===== src/rtl/core/mtsf_pkg.sv =====
`timescale 1ns / 1ps
// ----------------------------------------------------------------------------
// mtsf_pkg
// Shared types and constants of the steering framer: frame request record,
// frame field constants and configuration register indexes.
// ----------------------------------------------------------------------------
package mtsf_pkg;

    localparam int SENSOR_COUNT = 16;
    localparam int SPEED_W      = 10;
    localparam int FRAME_LEN    = 16;
    localparam int BYTE_IDX_W   = $clog2(FRAME_LEN);

    // configuration register indexes
    localparam logic CFG_STATION_ADDR = 1'b0;
    localparam logic CFG_SPEED_BIAS   = 1'b1;

    // fixed frame contents: function code 0x16, start 0x0038, four regs
    localparam logic [7:0] FRAME_FUNC    = 8'h16;
    localparam logic [7:0] FRAME_REG_LO  = 8'h38;
    localparam logic [7:0] FRAME_REG_CNT = 8'h04;

    // frame byte positions with named contents; all other bytes are zero
    localparam logic [BYTE_IDX_W-1:0] BYTE_ADDR   = 4'd0;
    localparam logic [BYTE_IDX_W-1:0] BYTE_FUNC   = 4'd1;
    localparam logic [BYTE_IDX_W-1:0] BYTE_REG_LO = 4'd3;
    localparam logic [BYTE_IDX_W-1:0] BYTE_CNT    = 4'd5;
    localparam logic [BYTE_IDX_W-1:0] BYTE_LH     = 4'd8;
    localparam logic [BYTE_IDX_W-1:0] BYTE_LL     = 4'd9;
    localparam logic [BYTE_IDX_W-1:0] BYTE_RH     = 4'd12;
    localparam logic [BYTE_IDX_W-1:0] BYTE_RL     = 4'd13;
    localparam logic [BYTE_IDX_W-1:0] BYTE_CRC_LO = 4'd14;
    localparam logic [BYTE_IDX_W-1:0] BYTE_CRC_HI = 4'd15;

    typedef logic [SPEED_W-1:0] t_speed;

    typedef struct packed {
        t_speed left;
        t_speed right;
    } t_frame_req;

endpackage


===== src/rtl/core/mtsf_front.sv =====
`timescale 1ns / 1ps
// ----------------------------------------------------------------------------
// mtsf_front
// Takes control ticks, keeps steering state and queues frame requests.
// ----------------------------------------------------------------------------
module mtsf_front
    import mtsf_pkg::*;
(
    input  logic                    i_clk,
    input  logic                    i_rst_n,
    input  logic                    i_valid,
    output logic                    o_stall,
    input  logic [SENSOR_COUNT-1:0] i_hall_bits,
    input  logic                    i_card_event,
    input  logic [3:0]              i_card_code,
    input  logic                    i_run_enable,
    input  logic [9:0]              i_speed_bias,
    input  logic                    i_q_full,
    output logic                    o_push,
    output t_frame_req              o_push_req
);

    localparam logic [3:0] MAN_NORMAL     = 4'd0;
    localparam logic [3:0] MAN_LAST_TIMED = 4'd7;
    localparam logic [3:0] MAN_STOP       = 4'd8;
    localparam logic [4:0] TICK_MAX       = 5'd31;
    localparam t_speed     SPEED_MAX      = 10'd1023;

    localparam logic [6:0] WEIGHT_TAB [8] = '{7'd65, 7'd40, 7'd30, 7'd25,
                                              7'd25, 7'd25, 7'd25, 7'd20};

    typedef struct packed {
        t_speed     left;
        t_speed     right;
        logic [4:0] limit;
    } t_man_entry;

    function automatic t_man_entry man_entry(input logic [3:0] code);
        t_man_entry e;
        case (code)
            4'd1:    e = '{10'd200, 10'd200, 5'd20};
            4'd2:    e = '{10'd10,  10'd100, 5'd7};
            4'd3:    e = '{10'd10,  10'd100, 5'd7};
            4'd4:    e = '{10'd100, 10'd10,  5'd7};
            4'd5:    e = '{10'd160, 10'd16,  5'd2};
            4'd6:    e = '{10'd0,   10'd0,   5'd20};
            4'd7:    e = '{10'd200, 10'd200, 5'd5};
            default: e = '0;
        endcase
        return e;
    endfunction

    // upper side walks sensors 15 down to 8, lower side 0 up to 7
    function automatic t_speed weighted(input logic [7:0] bits, input logic [9:0] bias);
        logic [10:0] sum;
        sum = {1'b0, bias};
        for (int k = 0; k < 8; k++) begin
            if (bits[k]) begin
                sum = sum + {4'd0, WEIGHT_TAB[k]};
            end
        end
        return (sum > {1'b0, SPEED_MAX}) ? SPEED_MAX : sum[SPEED_W-1:0];
    endfunction

    logic [3:0]  r_man,   n_man;
    logic [4:0]  r_tick,  n_tick;
    t_speed      r_left,  n_left;
    t_speed      r_right, n_right;

    logic        accept;
    logic [3:0]  run_man;
    logic [7:0]  upper_bits;
    t_man_entry  man;
    t_speed      sum_left;
    t_speed      sum_right;
    logic [4:0]  tick_inc;

    assign o_stall = i_q_full;
    assign accept  = i_valid && !i_q_full;
    assign run_man = i_card_event ? i_card_code : r_man;
    assign man     = man_entry(run_man);
    assign tick_inc = (r_tick == TICK_MAX) ? r_tick : r_tick + 5'd1;

    always_comb begin
        for (int k = 0; k < 8; k++) begin
            upper_bits[k] = i_hall_bits[SENSOR_COUNT-1-k];
        end
    end

    assign sum_right = weighted(upper_bits, i_speed_bias);
    assign sum_left  = weighted(i_hall_bits[7:0], i_speed_bias);

    always_comb begin
        n_man      = r_man;
        n_tick     = r_tick;
        n_left     = r_left;
        n_right    = r_right;
        o_push     = 1'b0;
        o_push_req = '0;
        if (accept) begin
            if (!i_run_enable) begin
                o_push = 1'b1;
            end else begin
                n_man = run_man;
                if (run_man == MAN_NORMAL) begin
                    o_push = 1'b1;
                    if (i_hall_bits == '0) begin
                        // lost track: repeat the last speeds
                        o_push_req = '{r_left, r_right};
                    end else begin
                        n_left     = sum_left;
                        n_right    = sum_right;
                        o_push_req = '{sum_left, sum_right};
                    end
                end else if (run_man <= MAN_LAST_TIMED) begin
                    if (r_tick < man.limit) begin
                        n_left     = man.left;
                        n_right    = man.right;
                        n_tick     = tick_inc;
                        o_push     = 1'b1;
                        o_push_req = '{man.left, man.right};
                    end else begin
                        // manoeuvre done: back to track steering, silent tick
                        n_man  = MAN_NORMAL;
                        n_tick = '0;
                    end
                end else if (run_man == MAN_STOP) begin
                    n_left  = '0;
                    n_right = '0;
                    n_tick  = tick_inc;
                    o_push  = 1'b1;
                end
            end
        end
    end

    always_ff @(posedge i_clk) begin
        if (!i_rst_n) begin
            r_man   <= MAN_NORMAL;
            r_tick  <= '0;
            r_left  <= '0;
            r_right <= '0;
        end else begin
            r_man   <= n_man;
            r_tick  <= n_tick;
            r_left  <= n_left;
            r_right <= n_right;
        end
    end

    a_stop_holds_zero: assert property (@(posedge i_clk) disable iff (!i_rst_n)
        (accept && i_run_enable && run_man == MAN_STOP) |=> (r_left == '0 && r_right == '0))
        else $error("stop did not clear speeds");

endmodule


===== src/rtl/core/mtsf_queue.sv =====
`timescale 1ns / 1ps
// ----------------------------------------------------------------------------
// mtsf_queue
// Small register FIFO of frame requests between the front and back parts.
// ----------------------------------------------------------------------------
module mtsf_queue
    import mtsf_pkg::*;
#(
    parameter int DEPTH = 2
) (
    input  logic       i_clk,
    input  logic       i_rst_n,
    input  logic       i_push,
    input  t_frame_req i_push_req,
    output logic       o_full,
    output logic       o_valid,
    output t_frame_req o_req,
    input  logic       i_pop
);

    localparam int PTR_W = (DEPTH > 1) ? $clog2(DEPTH) : 1;
    localparam int CNT_W = $clog2(DEPTH + 1);
    localparam logic [PTR_W-1:0] PTR_LAST = PTR_W'(DEPTH - 1);
    localparam logic [CNT_W-1:0] CNT_FULL = CNT_W'(DEPTH);

    t_frame_req       r_mem [DEPTH];
    logic [PTR_W-1:0] r_wr_ptr;
    logic [PTR_W-1:0] r_rd_ptr;
    logic [CNT_W-1:0] r_count;

    assign o_full  = (r_count == CNT_FULL);
    assign o_valid = (r_count != '0);
    assign o_req   = r_mem[r_rd_ptr];

    always_ff @(posedge i_clk) begin
        if (i_push) begin
            r_mem[r_wr_ptr] <= i_push_req;
        end
    end

    always_ff @(posedge i_clk) begin
        if (!i_rst_n) begin
            r_wr_ptr <= '0;
            r_rd_ptr <= '0;
            r_count  <= '0;
        end else begin
            if (i_push) begin
                r_wr_ptr <= (r_wr_ptr == PTR_LAST) ? '0 : r_wr_ptr + 1'b1;
            end
            if (i_pop) begin
                r_rd_ptr <= (r_rd_ptr == PTR_LAST) ? '0 : r_rd_ptr + 1'b1;
            end
            if (i_push && !i_pop) begin
                r_count <= r_count + 1'b1;
            end else if (i_pop && !i_push) begin
                r_count <= r_count - 1'b1;
            end
        end
    end

    a_count_bound: assert property (@(posedge i_clk) disable iff (!i_rst_n)
        r_count <= CNT_FULL)
        else $error("queue count past depth");

    a_pop_nonempty: assert property (@(posedge i_clk) disable iff (!i_rst_n)
        i_pop |-> o_valid)
        else $error("pop from empty queue");

endmodule


===== src/rtl/core/mtsf_back.sv =====
`timescale 1ns / 1ps
// ----------------------------------------------------------------------------
// mtsf_back
// Serializes frame requests into 16 bytes with a running Modbus CRC16.
// ----------------------------------------------------------------------------
module mtsf_back
    import mtsf_pkg::*;
(
    input  logic       i_clk,
    input  logic       i_rst_n,
    input  logic [7:0] i_station_address,
    input  logic       i_q_valid,
    input  t_frame_req i_q_req,
    output logic       o_pop,
    output logic       o_valid,
    input  logic       i_stall,
    output logic [7:0] o_frame_byte,
    output logic       o_frame_last
);

    localparam logic [15:0] CRC_INIT = 16'hFFFF;
    localparam logic [15:0] CRC_POLY = 16'hA001;

    function automatic logic [15:0] crc_byte(input logic [15:0] crc, input logic [7:0] data);
        logic [15:0] c;
        c = crc ^ {8'd0, data};
        for (int b = 0; b < 8; b++) begin
            c = c[0] ? ((c >> 1) ^ CRC_POLY) : (c >> 1);
        end
        return c;
    endfunction

    logic                  r_busy;
    logic [BYTE_IDX_W-1:0] r_idx;
    t_frame_req            r_req;
    logic [15:0]           r_crc;
    logic                  r_valid;
    logic [7:0]            r_byte;
    logic                  r_last;

    logic                  advance;
    logic                  at_end;
    logic [7:0]            cur_byte;
    logic [15:0]           crc_base;

    assign advance = r_busy && (!r_valid || !i_stall);
    assign at_end  = (r_idx == BYTE_CRC_HI);
    assign o_pop   = i_q_valid && (!r_busy || (advance && at_end));

    assign o_valid      = r_valid;
    assign o_frame_byte = r_byte;
    assign o_frame_last = r_last;

    assign crc_base = (r_idx == BYTE_ADDR) ? CRC_INIT : r_crc;

    always_comb begin
        case (r_idx)
            BYTE_ADDR:   cur_byte = i_station_address;
            BYTE_FUNC:   cur_byte = FRAME_FUNC;
            BYTE_REG_LO: cur_byte = FRAME_REG_LO;
            BYTE_CNT:    cur_byte = FRAME_REG_CNT;
            BYTE_LH:     cur_byte = {6'd0, r_req.left[SPEED_W-1:8]};
            BYTE_LL:     cur_byte = r_req.left[7:0];
            BYTE_RH:     cur_byte = {6'd0, r_req.right[SPEED_W-1:8]};
            BYTE_RL:     cur_byte = r_req.right[7:0];
            BYTE_CRC_LO: cur_byte = r_crc[7:0];
            BYTE_CRC_HI: cur_byte = r_crc[15:8];
            default:     cur_byte = 8'h00;
        endcase
    end

    always_ff @(posedge i_clk) begin
        if (advance && r_idx < BYTE_CRC_LO) begin
            r_crc <= crc_byte(crc_base, cur_byte);
        end
        if (advance) begin
            r_byte <= cur_byte;
            r_last <= at_end;
        end
        if (o_pop) begin
            r_req <= i_q_req;
        end
    end

    always_ff @(posedge i_clk) begin
        if (!i_rst_n) begin
            r_busy  <= 1'b0;
            r_idx   <= '0;
            r_valid <= 1'b0;
        end else begin
            if (advance) begin
                r_valid <= 1'b1;
                r_idx   <= r_idx + 1'b1;
            end else if (!i_stall) begin
                r_valid <= 1'b0;
            end
            if (o_pop) begin
                r_busy <= 1'b1;
            end else if (advance && at_end) begin
                r_busy <= 1'b0;
            end
        end
    end

    a_idle_at_start: assert property (@(posedge i_clk) disable iff (!i_rst_n)
        !r_busy |-> (r_idx == BYTE_ADDR))
        else $error("byte index off frame start while idle");

    a_last_wraps: assert property (@(posedge i_clk) disable iff (!i_rst_n)
        (advance && at_end) |=> (o_frame_last && r_idx == BYTE_ADDR))
        else $error("frame end not marked or index not wrapped");

endmodule


===== src/rtl/core/magnetic_track_steering_framer_core.sv =====
`timescale 1ns / 1ps
// ----------------------------------------------------------------------------
// magnetic_track_steering_framer_core
// Track steering tick in, 16-byte drive command frame out, byte by byte.
// ----------------------------------------------------------------------------
// Usage:
//  - Input channel (i_valid / o_stall): one request per control tick with
//    sensor bits, card event and code, and run enable. A request is taken
//    when i_valid is high and o_stall is low.
//  - Output channel (o_valid / i_stall): frame bytes in order, o_frame_last
//    marks the CRC high byte. A byte moves when o_valid is high and i_stall
//    is low; while i_stall is high the byte holds.
//  - Config port: i_cfg_we writes i_cfg_data into register i_cfg_idx
//    (0 station address, 1 speed bias). Write only while the block is idle.
//  - First byte path: queue entry, back request register, output byte register.
//  - Throughput: one frame byte per cycle while i_stall is low, set by the
//    byte-serial output stage. Frames follow each other without gaps when
//    the next request is queued. Ticks that make no frame push nothing.
//  - A queue of FIFO_DEPTH frame requests lets new ticks in while the output
//    side is stalled; o_stall rises only once the queue is full.
//  - Reset: speeds, manoeuvre and tick count cleared, station address 1,
//    speed bias 130, queue and output empty.
// ----------------------------------------------------------------------------
module magnetic_track_steering_framer_core
    import mtsf_pkg::*;
#(
    parameter int FIFO_DEPTH = 2
) (
    input  logic                    i_clk,
    input  logic                    i_rst_n,
    // config port
    input  logic                    i_cfg_we,
    input  logic                    i_cfg_idx,
    input  logic [9:0]              i_cfg_data,
    // tick requests
    input  logic                    i_valid,
    output logic                    o_stall,
    input  logic [SENSOR_COUNT-1:0] i_hall_bits,
    input  logic                    i_card_event,
    input  logic [3:0]              i_card_code,
    input  logic                    i_run_enable,
    // frame bytes
    output logic                    o_valid,
    input  logic                    i_stall,
    output logic [7:0]              o_frame_byte,
    output logic                    o_frame_last
);

    // configuration registers
    logic [7:0] r_station_address;
    logic [9:0] r_speed_bias;

    always_ff @(posedge i_clk) begin
        if (!i_rst_n) begin
            r_station_address <= 8'd1;
            r_speed_bias      <= 10'd130;
        end else if (i_cfg_we) begin
            case (i_cfg_idx)
                CFG_STATION_ADDR: r_station_address <= i_cfg_data[7:0];
                CFG_SPEED_BIAS:   r_speed_bias      <= i_cfg_data;
                default:          r_speed_bias      <= r_speed_bias;
            endcase
        end
    end

    // front -> queue -> back
    logic       push;
    t_frame_req push_req;
    logic       q_full;
    logic       q_valid;
    t_frame_req q_req;
    logic       pop;

    mtsf_front u_front (
        .i_clk        (i_clk),
        .i_rst_n      (i_rst_n),
        .i_valid      (i_valid),
        .o_stall      (o_stall),
        .i_hall_bits  (i_hall_bits),
        .i_card_event (i_card_event),
        .i_card_code  (i_card_code),
        .i_run_enable (i_run_enable),
        .i_speed_bias (r_speed_bias),
        .i_q_full     (q_full),
        .o_push       (push),
        .o_push_req   (push_req)
    );

    mtsf_queue #(
        .DEPTH (FIFO_DEPTH)
    ) u_queue (
        .i_clk      (i_clk),
        .i_rst_n    (i_rst_n),
        .i_push     (push),
        .i_push_req (push_req),
        .o_full     (q_full),
        .o_valid    (q_valid),
        .o_req      (q_req),
        .i_pop      (pop)
    );

    // user keeps station address stable in flight (idle writes); not enforced
    mtsf_back u_back (
        .i_clk             (i_clk),
        .i_rst_n           (i_rst_n),
        .i_station_address (r_station_address),
        .i_q_valid         (q_valid),
        .i_q_req           (q_req),
        .o_pop             (pop),
        .o_valid           (o_valid),
        .i_stall           (i_stall),
        .o_frame_byte      (o_frame_byte),
        .o_frame_last      (o_frame_last)
    );

    a_last_has_valid: assert property (@(posedge i_clk) disable iff (!i_rst_n)
        (o_valid && i_stall) |=> o_valid)
        else $error("output byte dropped under stall");

endmodule

===== config.mk =====
export PLATFORM = sky130hd
export DESIGN_NAME = magnetic_track_steering_framer_core
export DESIGN_NICKNAME = d
export VERILOG_FILES = /design/src/rtl/core/mtsf_pkg.sv /design/src/rtl/core/mtsf_front.sv /design/src/rtl/core/mtsf_queue.sv /design/src/rtl/core/mtsf_back.sv /design/src/rtl/core/magnetic_track_steering_framer_core.sv
export SDC_FILE = /design/constraint.sdc
export NUM_CORES = 1
export LEC_CHECK = 0
export CORE_MARGIN = 4
export CORE_UTILIZATION = 45
export DETAILED_ROUTE_END_ITERATION = 8
export DONT_BUFFER_PORTS = 1
export GPL_ROUTABILITY_DRIVEN = 0
export HOLD_SLACK_MARGIN = 0.02
export PLACE_DENSITY = 0.6
export SYNTH_ARGS = -nofsm -noshare
export SYNTH_HDL_FRONTEND = slang
export SYNTH_SLANG_ARGS = --single-unit

===== constraint.sdc =====
create_clock -name i_clk -period 7.2 [get_ports i_clk]
set_input_delay 0.36 -clock i_clk [delete_from_list [all_inputs] [get_ports i_clk]]
set_output_delay 0.36 -clock i_clk [all_outputs]
set_load 0.05 [all_outputs]

==> results.sh <==
export IMPL_outcome="finished clean"
export IMPL_postLayoutSetupSlackWorst_ps=651
export IMPL_post_place_ws_ps=635
export IMPL_worstSetupEndpointType="register"
export IMPL_intPower_mw=2.37
export IMPL_ctsLongestPathBuffers=2
export IMPL_floorplan_rows=58
export IMPL_clkLatencyLatePin_ps=420
export IMPL_dominant_combinational_cell_family_by_area_after_synthesis="compound AO/OA/AOI/OAI gates"
export IMPL_hold_crit_path_type="in -> reg"
export IMPL_syn2layout_area_growth_pct=7.22
export IMPL_maximum_number_of_pins_on_one_net_before_global_route_repair=40
export IMPL_final_period_utilization_pct=91.0
export IMPL_tritoncts_num_sinks=142
export IMPL_finish_utilization_pct=48.8
export IMPL_drcViolationCount=0
export IMPL_timing_clock_skew_ps=7.43
export IMPL_max_slew_worst_pin_slew_ps=1040
export IMPL_share_clk_of_total_power_pct=23.9
export IMPL_number_of_nets_at_the_end_of_the_flow=1319
export IMPL_syn_nets=1353
export IMPL_critPathRequiredTime_ps=7360
export IMPL_final_routed_wirelength_mm=29.6
export IMPL_placeableCoreArea_um2=25100
export IMPL_total_power_mw=3.85
export IMPL_grt_overflow_total=0
export IMPL_final_instance_count_excl_fill=1600
export IMPL_wl_per_cell_um=18.5
export IMPL_post_route_cells_drive_above_1_share_pct=10.2
export IMPL_place_port_buffers=0
export IMPL_worst_setup_path_start_kind="register"
export IMPL_post_synth_and_or_nand_nor_area_fraction_pct=20.5
export IMPL_multiplexer_fraction_of_the_synthesized_cell_area_pct=4.85
export IMPL_route_detailed_vias_per_inst=6.02
export IMPL_setup_viol=0
export IMPL_share_of_flip_flops_with_an_asynchronous_set_or_reset_pct=0
export IMPL_synth_cell_type_count=101
export IMPL_drv_slew=0
export IMPL_floorplan_initialDensity_pct=45.5
export IMPL_syn_instance_count=1291
export IMPL_via_count_of_the_first_global_routing_pass=8954
export IMPL_crit_arrival_ps=6710
export IMPL_seq_power_share_pct=33.5
export IMPL_die_width_um=167
export IMPL_timing_fmax_mhz=153
export IMPL_maxCapViolations=0
export IMPL_io_pin_count=49
export IMPL_power_ir_vdd_worst_v=0.000187
export IMPL_synth_seq_area_share_pct=32.3
export IMPL_die_y_um=167
export IMPL_power_per_cell_area_nw_per_um2=314
export IMPL_most_used_flip_flop_cell_after_synthesis="sky130_fd_sc_hd__edfxtp_1"
export IMPL_crit_slowest_cell="sky130_fd_sc_hd__dfxtp_1"
export IMPL_yosys_area_share_xor_xnor_pct=12.6
export IMPL_final_hold_worst_slack_ps=60.9
export IMPL_total_inserted_antenna_cells=0
export IMPL_rsz_0062_raised_after_global_routing="no"
export IMPL_grt_util_all_layers_pct=20.8
export IMPL_fin_setup_tns_ps=0
export IMPL_synth_edff_count=85
export IMPL_grt_antenna_before_repair=0
export IMPL_synth_ff_latch_count=142
export IMPL_timing_slew_headroom_pct=30.4
export IMPL_power_leakage_nw=4.45
export IMPL_postSynthAreaPerCell_um2=8.86
export IMPL_via_count=9639
export IMPL_total_placed_cells_including_tap_cells=1564
export IMPL_mostFrequentLayoutCells="sky130_fd_sc_hd__nand2_1, sky130_fd_sc_hd__nor2_1, sky130_fd_sc_hd__edfxtp_1, sky130_fd_sc_hd__xnor2_1, sky130_fd_sc_hd__a21oi_1"
export IMPL_tritoncts_num_buffers=17
export IMPL_yosysWarningCount=0
export IMPL_die_area_um2=28000
export IMPL_hold_viol_final=0
export IMPL_synth_compound_area_share_pct=23.0
export IMPL_cts_clk_slew_worst_paths_ps=60
export IMPL_cts_max_level=4
export IMPL_drtIter0Drc=966
export IMPL_tritoncts="yes"
export IMPL_finish_instance_area_um2=12300
export IMPL_dp_hpwl_mm=22.0
export IMPL_comb_power_share_pct=42.6
export IMPL_clk_root_buffer_cell="sky130_fd_sc_hd__clkbuf_16"
export IMPL_final_common_cell="sky130_fd_sc_hd__nand2_1"
export IMPL_path_max_fanout=12
export IMPL_syn_cell_area_um2=11400
export IMPL_pre_antenna_drt_iters=5
export IMPL_drtAntennaViolNets=0
export IMPL_power_share_switching_pct=38.5
export IMPL_worst_path_largest_cell_delay_ps=600
export IMPL_synthAdderAreaFrac_pct=2.63
export IMPL_place_area_um2=11600
export IMPL_path_delay_family="simple AND/OR/NAND/NOR gates"
export IMPL_period_needed_ps=6550
export IMPL_critPathBufInv=1
export IMPL_p_sw_mw=1.48
export IMPL_worstSetupPathType="reg -> reg"
export IMPL_grt_pass1_wl_mm=47.8
export IMPL_crit_path_cell_trace="ha_1 > nand4_1 > xor2_1 > inv_1 > ha_1 > nand2b_1 > or4_1 > nand4_1 > o211a_4 > xnor3_1 > a211o_1 > a21oi_1 > or3_1 > nand2_1 > or4b_1 > mux2_2 > o31a_1 > a211oi_1 > a21oi_1"
[final timing paths]
kind	from	end	slack [ps]	depth (start not counted)
worst max-delay path	r_speed_bias[1]	u_queue.r_mem[0][19]	650	19
worst min register to register	u_front.r_left[0]	u_front.r_left[0]	450	2
worst max register to register	r_speed_bias[1]	u_queue.r_mem[0][19]	650	19
worst min-delay path	i_rst_n	u_front.r_right[6]	60	1
[flip-flops by register name, summed over array words and instances (netlist names)]
| register | flops |
|---|---|
| r_speed_bias | 10 |
| u_back.r_req | 20 |
| u_back.o_valid | 1 |
| u_front.r_man | 4 |
| u_back.o_frame_last | 1 |
| u_back.o_frame_byte | 8 |
| r_station_address | 8 |
| u_back.r_busy | 1 |
| u_back.r_idx | 4 |
| u_queue.r_wr_ptr | 1 |
| u_queue.r_mem | 40 |
| u_front.r_left | 10 |
| u_front.r_right | 10 |
| u_front.r_tick | 5 |
| u_back.r_crc | 16 |
| u_queue.r_count | 2 |
| u_queue.r_rd_ptr | 1 |
[worst reg2reg max path, delay by kind of cell (launching register included)]
family | cells | cell delay, ps
muxes | 1 | 310
AOI/OAI and AO/OA | 6 | 1820
DFF | 1 | 600
xor gates and xnor gates | 2 | 650
buffers and inverters | 1 | 190
and+or+nand+nor | 7 | 1980
adders and majority gates | 2 | 750
[power by group through the flow]
stage / Sequential [mW] / Clock, mW / Combinational (mW)
final: 1.29 / 0.922 / 1.64
after global routing: 1.31 / 0.978 / 1.81
after CTS: 1.29 / 0.943 / 1.64
after detailed placement: 1.31 / 0 / 1.63
after global placement: 1.30 / 0 / 1.62
after floorplan: 1.25 / 0 / 1.33
[per-layer routing]
| layer | vias to the layer above | track usage [%] | share of wire, % |
|---|---|---|---|
| li1 | 4806 | - | - |
| met1 | 4567 | 30.1 | 49 |
| met2 | 228 | 32.0 | 44 |
| met3 | 38 | 4.13 | 5.6 |
| met4 | 0 | 5.65 | 1.9 |
| met5 | - | 0 | 0 |
[cell type report]
| type | count | area [um2] |
|---|---|---|
| Clock buffer | 17 | 425 |
| Clock inverter | 15 | 193 |
| Fill cell | 2434 | 12800 |
| Inverter | 43 | 161 |
| Multi-Input combinational cell | 1039 | 7270 |
| Sequential cell | 142 | 3690 |
| Tap cell | 330 | 413 |
| Timing Repair Buffer | 14 | 108 |
[Yosys cell counts (all sizes together) (13+ instances only)]
cell type / number / share of area (%)
o2111ai: 13 / 1.0
mux2i: 16 / 1.4
nor2: 99 / 3.3
a211oi: 22 / 1.5
and2: 20 / 1.1
a22oi: 14 / 0.92
o21a: 15 / 0.98
o211ai: 20 / 1.4
inv: 43 / 1.4
or2: 15 / 0.82
nor2b: 17 / 0.93
nand2: 120 / 3.9
clkbuf: 39 / 1.3
xor2: 45 / 3.6
and3: 20 / 1.1
xnor3: 13 / 2.6
edfxtp: 85 / 22
nor3: 38 / 1.8
dfxtp: 57 / 10
mux2: 35 / 3.4
xnor2: 79 / 6.4
nand3: 47 / 2.2
a21oi: 68 / 3.0
o21ai: 82 / 3.6
nand4: 21 / 1.1
ha: 24 / 2.6
buf: 28 / 1.5
[logic make-up after synthesis]
| group | count (synthesis) |
|---|---|
| buffers and inverters | 110 |
| xor gates and xnor gates | 137 |
| muxes | 51 |
| adders and majority gates | 24 |
| DFF | 142 |
| and+or+nand+nor | 459 |
| AOI/OAI and AO/OA | 368 |
[what timing repair did]
action | CTS | global route
endpoints found under the hold margin | 3 | 0
hold buffers | 1 | 0
resized for setup | 0 | 1
setup buffers | 0 | 3
setup endpoints to repair | 0 | 14
(Power assumes the default switching activity.)
